`config.mk`:
```
export PLATFORM = sky130hd
export DESIGN_NAME = spm_node_unit
export DESIGN_NICKNAME = d
export VERILOG_FILES = /design/src/hdl/spm_pkg.sv /design/src/hdl/spm_node_unit.sv
export SDC_FILE = /design/constraint.sdc
export NUM_CORES = 1
export LEC_CHECK = 0
export ABC_AREA = 1
export ABC_CLOCK_PERIOD_IN_PS = 5880
export BUFFER_PORTS_ARGS = -buffer_cell sky130_fd_sc_hd__clkbuf_2
export CAP_MARGIN = 10
export CORE_UTILIZATION = 40
export DETAILED_ROUTE_END_ITERATION = 10
export PLACE_DENSITY = 0.58
export REMOVE_ABC_BUFFERS = 1
export SYNTH_ARGS = -nofsm -noshare
export SYNTH_HDL_FRONTEND = slang
export SYNTH_SLANG_ARGS = --single-unit
```
`constraint.sdc`:
```
create_clock -name clk -period 5.88 [get_ports clk]
set_input_delay 1.176 -clock clk [delete_from_list [all_inputs] [get_ports clk]]
set_output_delay 1.176 -clock clk [all_outputs]
set_load 0.02 [all_outputs]
```
`src/hdl/spm_pkg.sv`:
```
// Shared constants, codes and control types for the sparse page map.
package spm_pkg;

	// Slots per node; fixed as a power of two so slot and tag are plain bit fields
	localparam int FANOUT_LOG2 = 4;
	localparam int FANOUT      = 1 << FANOUT_LOG2;

	// Defaults for the top-level parameters
	localparam int NODE_COUNT_DEF  = 16;
	localparam int PAGE_SHIFT_DEF  = 12;
	localparam int OFFSET_BITS_DEF = 48;
	localparam int FRAME_BITS_DEF  = 32;

	// Freed page count, saturating
	localparam int              COUNT_W   = 9;
	localparam logic [COUNT_W-1:0] COUNT_MAX = '1;

	typedef enum logic [1:0] {
		ACT_ADD      = 2'd0,
		ACT_GET      = 2'd1,
		ACT_FREE_ALL = 2'd2
	} action_t;

	typedef enum logic [1:0] {
		STS_OK        = 2'd0,
		STS_EXISTS    = 2'd1,
		STS_NO_ROOM   = 2'd2,
		STS_NOT_FOUND = 2'd3
	} resp_code_t;

	typedef enum logic [2:0] {
		ST_CLEAR,
		ST_IDLE,
		ST_SEARCH,
		ST_SLOT_RD,
		ST_SLOT_CHK,
		ST_SWEEP,
		ST_SWEEP_TAIL,
		ST_RESP
	} state_t;

	// Sequencer to node unit
	typedef struct packed {
		logic start;
		logic claim;
		logic clear_all;
	} node_ctrl_t;

	// Node unit back to sequencer
	typedef struct packed {
		logic done;
		logic hit;
		logic free_ok;
	} node_flags_t;

endpackage

```
`src/hdl/spm_node_unit.sv`:
```
// Node tag store with a single comparator that walks the nodes one per cycle.
module spm_node_unit #(
	parameter int NODE_COUNT = spm_pkg::NODE_COUNT_DEF,
	parameter int TAG_W      = 32,
	parameter int NODE_W     = 4
) (
	input  logic               clk,
	input  logic               arst_n,
	input  spm_pkg::node_ctrl_t ctrl,
	input  logic [TAG_W-1:0]   tag,
	output spm_pkg::node_flags_t flags,
	output logic [NODE_W-1:0]  hit_idx,
	output logic [NODE_W-1:0]  free_idx
);
	import spm_pkg::*;

	localparam logic [NODE_W-1:0] LAST = NODE_W'(NODE_COUNT - 1);

	logic [TAG_W-1:0]      tag_mem [NODE_COUNT];
	logic [NODE_COUNT-1:0] used_q;

	logic              issue_q;
	logic [NODE_W-1:0] n_q;
	logic              live_s1;
	logic [NODE_W-1:0] n_s1;
	logic              last_s1;
	logic [TAG_W-1:0]  tag_rd_s1;
	logic              free_ok_q;
	logic [NODE_W-1:0] free_idx_q;

	logic hit;
	logic cur_free;

	// Compare stage
	assign hit      = live_s1 && used_q[n_s1] && (tag_rd_s1 == tag);
	assign cur_free = live_s1 && !used_q[n_s1];

	assign flags.done    = live_s1 && (hit || last_s1);
	assign flags.hit     = hit;
	assign flags.free_ok = free_ok_q || cur_free;
	assign hit_idx       = n_s1;
	assign free_idx      = free_ok_q ? free_idx_q : n_s1;

	// Tag memory: claim writes at the first free node, search reads one node a cycle
	always_ff @(posedge clk) begin
		if (ctrl.claim) begin
			tag_mem[free_idx] <= tag;
		end
		tag_rd_s1 <= tag_mem[n_q];
	end

	// Used bits
	always_ff @(posedge clk or negedge arst_n) begin
		if (!arst_n) begin
			used_q <= '0;
		end else if (ctrl.clear_all) begin
			used_q <= '0;
		end else if (ctrl.claim) begin
			used_q[free_idx] <= 1'b1;
		end
	end

	// Walk control
	always_ff @(posedge clk or negedge arst_n) begin
		if (!arst_n) begin
			issue_q   <= 1'b0;
			n_q       <= '0;
			live_s1   <= 1'b0;
			n_s1      <= '0;
			last_s1   <= 1'b0;
			free_ok_q <= 1'b0;
		end else if (ctrl.start) begin
			issue_q   <= 1'b1;
			n_q       <= '0;
			live_s1   <= 1'b0;
			free_ok_q <= 1'b0;
		end else begin
			// stop at the first match or after the last node
			live_s1 <= issue_q && !flags.done;
			n_s1    <= n_q;
			last_s1 <= (n_q == LAST);
			if (flags.done) begin
				issue_q <= 1'b0;
			end else if (issue_q) begin
				if (n_q == LAST) begin
					issue_q <= 1'b0;
				end else begin
					n_q <= n_q + 1'b1;
				end
			end
			if (cur_free && !free_ok_q) begin
				free_ok_q <= 1'b1;
			end
		end
	end

	always_ff @(posedge clk) begin
		if (cur_free && !free_ok_q) begin
			free_idx_q <= n_s1;
		end
	end

endmodule

```
=== After elaboration in Yosys (flattened, before gate mapping) ===
Memory sizes are Yosys's and may differ from the RTL's. A register that Yosys moved wholly into a read port is not among the register bits.
Cells that the tools add are included.

* Register bits: 32
* Memories: 1
* Input bits: 37
* Bits in writable memories: 512
* Output and inout port bits: 11

* Add/sub/neg operators: 1
* Eq/ne operators: 4
* Multiplexer cells: 20
* Reduce and logical (&&, ||, !) cells: 16
* Bitwise logic cells: 1
* Order comparisons: 3

{| class="wikitable"
|+ Memory list
! name !! words !! width !! read ports !! clocked after Yosys merged registers in !! write ports !! RTL line !! source
|-
| tag_mem || 16 || 32 || 1 || 1 || 1 || spm_node_unit.sv:19 || <nowiki>logic [TAG_W-1:0] tag_mem [NODE_COUNT];</nowiki>
|}

{| class="wikitable"
|+ Operators by type and width
! cell !! number
|-
| equality test 32 bit || 1
|-
| 2-to-1 mux 16 bit || 2
|-
| 2-to-1 mux 4 bit || 5
|-
| bitwise OR 16 bit || 1
|-
| 2-to-1 mux 1 bit || 11
|-
| < comparator 4 x 5 -> 1 bit (second input constant) || 2
|-
| logical AND 1 bit || 7
|-
| nonzero test 2 bit || 3
|-
| adder 4 x 1 -> 4 bit (second input constant) || 1
|-
| binary-select mux 1 bit (select 4 bit) || 1
|-
| demux 1 bit (select 4 bit) || 1
|-
| equality test 4 bit (second input constant) || 1
|-
| greater-or-equal comparator 4 x 1 -> 1 bit (second input constant) || 1
|-
| inequality test 2 bit (second input constant) || 2
|-
| logical NOT 1 bit || 3
|-
| AND reduction 3 bit || 1
|-
| logical OR 1 bit || 2
|}

=== Depth between registers and ports, before layout ===
* Depth after elaboration: 9
* Depth in mapped cells: 14

=== Least setup slack after synthesis ===
Ideal clock, no wire load.

* Path kind: in2reg
* Start point: in ctrl[1] (netlist name)
* End point: mem tag_mem[15][0], enable pin
* Arrival: 2.897 ns
* Slack: 2.561 ns
* Path buffers: 0
* Stages on the path: 4
* Data required time: 5.457 ns
* Setup time: 0.423 ns
* Cells stage by stage: inv_1 nor3_1 inv_1 nor2_1

* Cells in the longest elaborated chain, start to end: 2

{| class="wikitable"
|+ RTL lines
! element !! RTL line !! source
|-
| from (decl) || spm_node_unit.sv:9 || <nowiki>input spm_pkg::node_ctrl_t ctrl,</nowiki>
|-
| 2-to-1 mux 1 bit || spm_node_unit.sv:46 || <nowiki>if (ctrl.claim) begin</nowiki>
|-
| 2-to-1 mux 1 bit (not written as such) || spm_node_unit.sv:47 || <nowiki>tag_mem[free_idx] <= tag;</nowiki>
|-
| to (decl) || spm_node_unit.sv:19 ||
|}

No other way between the ends.

==> reports/results.ini <==
[run_status]
outcome=finished with violations
failed_checks=max-slew violations

[route]
wl_per_cell_um=22.5
first_pass_iters=5
drt-initial-drc-count=1414
vias=13700
antenna_left=0
drc=0
via_per_inst=5.49
wl_um=56300

[die]
design.core.area_um2=56400
ioPinCount=48
start_util_pct=40.5
die_w_um=241
die_h_um=241
rows=87
die-area_um2=58100

[layout]
design_area_um2=25700
drive_gt1_share_pct=11.0
layout.cells.non_filler=2505
num_antenna_cells=0
area_growth_pct=12.4
nNetsFinal=1736
fill_cells=5078
final_util_pct=45.5

[worst_setup_path]
cp_max_fo=17
worst-endpoint-required_ns=4.70
r2r_setup_slack_ns=2.77
end_kind=output pin
r2r_cells=6
cp.arrival_ns=2.99
worstSetupStartpointType=input pin
rr_endpoint=tag_rd_s1[18]
critical_path_class=in2out
r2r_start=n_q[0]

[sta]
slew_headroom_pct=-0.758
clock_skew_ns=0.0246
rsz0062_at_grt=no
worstMarginPinSlew_ns=1.51
min_period_over_period_pct=70.9
hold_viol_final=0
max_freq_mhz=240
fin_crit_ns=4.17
hold_slack_ns=0.498
slew_viol_final=26
setup_viol=0

[yosys]
synth_cells=1667
ys.flop_type=edfxtp_1
ys_warn_count=0
synth_enable_flop_cells=516
synth_top_cell_by_area=edfxtp_1
synthTopCellsByArea=edfxtp_1 (68%), mux2i_1 (4.4%), nor2_1 (4.3%), o221ai_1 (3.8%), dfrtp_1 (3.1%)
synth_area_um2=22800
synth-seq-cells=576
avgSynthCellArea_um2=13.7
seq_area_frac_synth_pct=73.7
synth_common_cells=edfxtp_1 (516), nor2_1 (259), o21ai_0 (137)
async_flop_share_pct=4.86
synth_cell_types=39
yosysMostFrequentCell=edfxtp_1
netlist.area_leader.share_pct=67.8

[power_and_ir_drop]
pwr-share-comb_pct=9.3
p_clk_share_pct=38.4
cellPowerDensity_nw_per_um2=354
p_total_mw=9.09
p_sw_mw=2.21
p_sw_share_pct=24.3
seqPwrFrac_pct=52.3
peakVddDrop_mv=0.232
power_leakage_nw=8.65
p_int_mw=6.87

[placed_design]
globalplace.congestion=0.891
dp_cells=2393
placed_cell_area_um2=23900
portBuffers=47
hpwl_um=28400

[min_path]
hp-class=reg2reg
holdPathStages=2
min-delay-start=used_q[6]
min_to=used_q[6]

[global_routing]
grt_usage_pct=19.5
grt_pass1_vias=13200
grt_max_degree=259
grt_pass1_wl_um=83400
overflow=0
antenna_found_initial=2

[clock_tree]
postCtsSetupBuffers=0
holdBufCountCts=0
cts.clk_slew.worst_paths_ns=0.06
cts.htree.levels=2
clk_path_buf_depth=3
clkLatencyLatePin_ns=0.62
cts_made_buffers=59
cts_tree=yes
post_cts_resized=0
root_buffer=clkbuf_16
cts.sinks=576

[job]
max_cap_violations=0

==> logic make-up (layout without fill, tap and decap cells) <==
logic type / after synthesis / in the layout / share of synthesized area [%]
compound gates: 310 / 310 / 9.36
xor+xnor: 6 / 6 / 0.230
fa+ha+maj: 1 / 1 / 0.0548
buf+inv: 189 / 271 / 3.47
flops: 576 / 576 / 73.7
mux: 100 / 100 / 4.38
simple gates: 485 / 485 / 8.81
==> layout by cell type (no fill, tap or decap), types with 4 or more instances in the layout <==
cell,n
buf_4,22
clkbuf_1,23
clkbuf_16,60
clkbuf_2,47
clkbuf_8,4
clkinv_1,13
clkinv_2,7
dfrtp_1,24
dfxtp_1,32
edfxtp_1,516
inv_1,77
inv_2,10
mux2i_1,100
nand2_1,125
nand3_1,58
nand4_1,11
nor2_1,254
nor2_4,16
o211ai_1,28
o21ai_0,137
o21ai_2,4
o221ai_1,100
o32ai_1,28
or2_1,4
xnor2_1,5
==> worst max-delay path, stage by stage <==
cell and delay (ns):
clkbuf_2 0.22, xnor2_1 0.49, nand2_1 0.11, nor4_1 0.28, nand4_1 0.11, nor2_1 0.35, clkbuf_2 0.25
==> how the worst max path moves through the flow <==
stage                         end     from  slack, ns
floorplan           tag_rd_s1[13]   n_q[0]      -5.10
global placement         flags[1]  tag[28]       1.71
detailed placement       flags[1]  tag[28]       1.76
CTS                      flags[1]  tag[28]       1.75
global route             flags[1]  tag[15]       1.56
finish                   flags[1]  tag[10]       1.71
==> per-stage QoR <==
| step | setup TNS [ns] | setup WS, ns |
|---|---|---|
| after CTS | 0 | 1.75 |
| final | 0 | 1.71 |
| after global routing | 0 | 1.56 |
| after global placement | 0 | 1.71 |
| after floorplan | -166.19 | -5.10 |
| after detailed placement | 0 | 1.76 |
==> power groups by stage <==
stage                     Clock [mW]  Sequential (mW)  Combinational [mW]
after detailed placement           0             4.84               0.842
after global routing            3.73             4.77               0.922
final                           3.49             4.75               0.841
after global placement             0             4.83               0.831
after CTS                       3.56             4.75               0.845
after floorplan                    0             4.87               0.480
==> layer usage <==
layer	vias to the layer above	track usage, %	routed length, µm
li1	6284	-	-
met1	6934	27.7	25200
met2	439	30.5	26000
met3	80	4.03	3920
met4	4	5.31	1170
met5	-	0	27
==> layout make-up <==
type                       instances  area [µm²]  area share (%)
tap                              756         946            3.68
inverter                          88         333            1.30
sequential                       576       16800            65.6
timing repair buffer              71         440            1.72
multi-input combinational        902        5310            20.7
clock inverter                    25         155           0.604
clock buffer                      87        1640            6.40
==> registers in the layout, indices dropped and copies added, names as in the netlist <==
name	flops
free_idx_q	4
free_ok_q	1
n_q	4
hit_idx	4
tag_mem	512
live_s1	1
tag_rd_s1	32
issue_q	1
last_s1	1
used_q	16
Note: power is estimated with default switching activity, not from simulation.
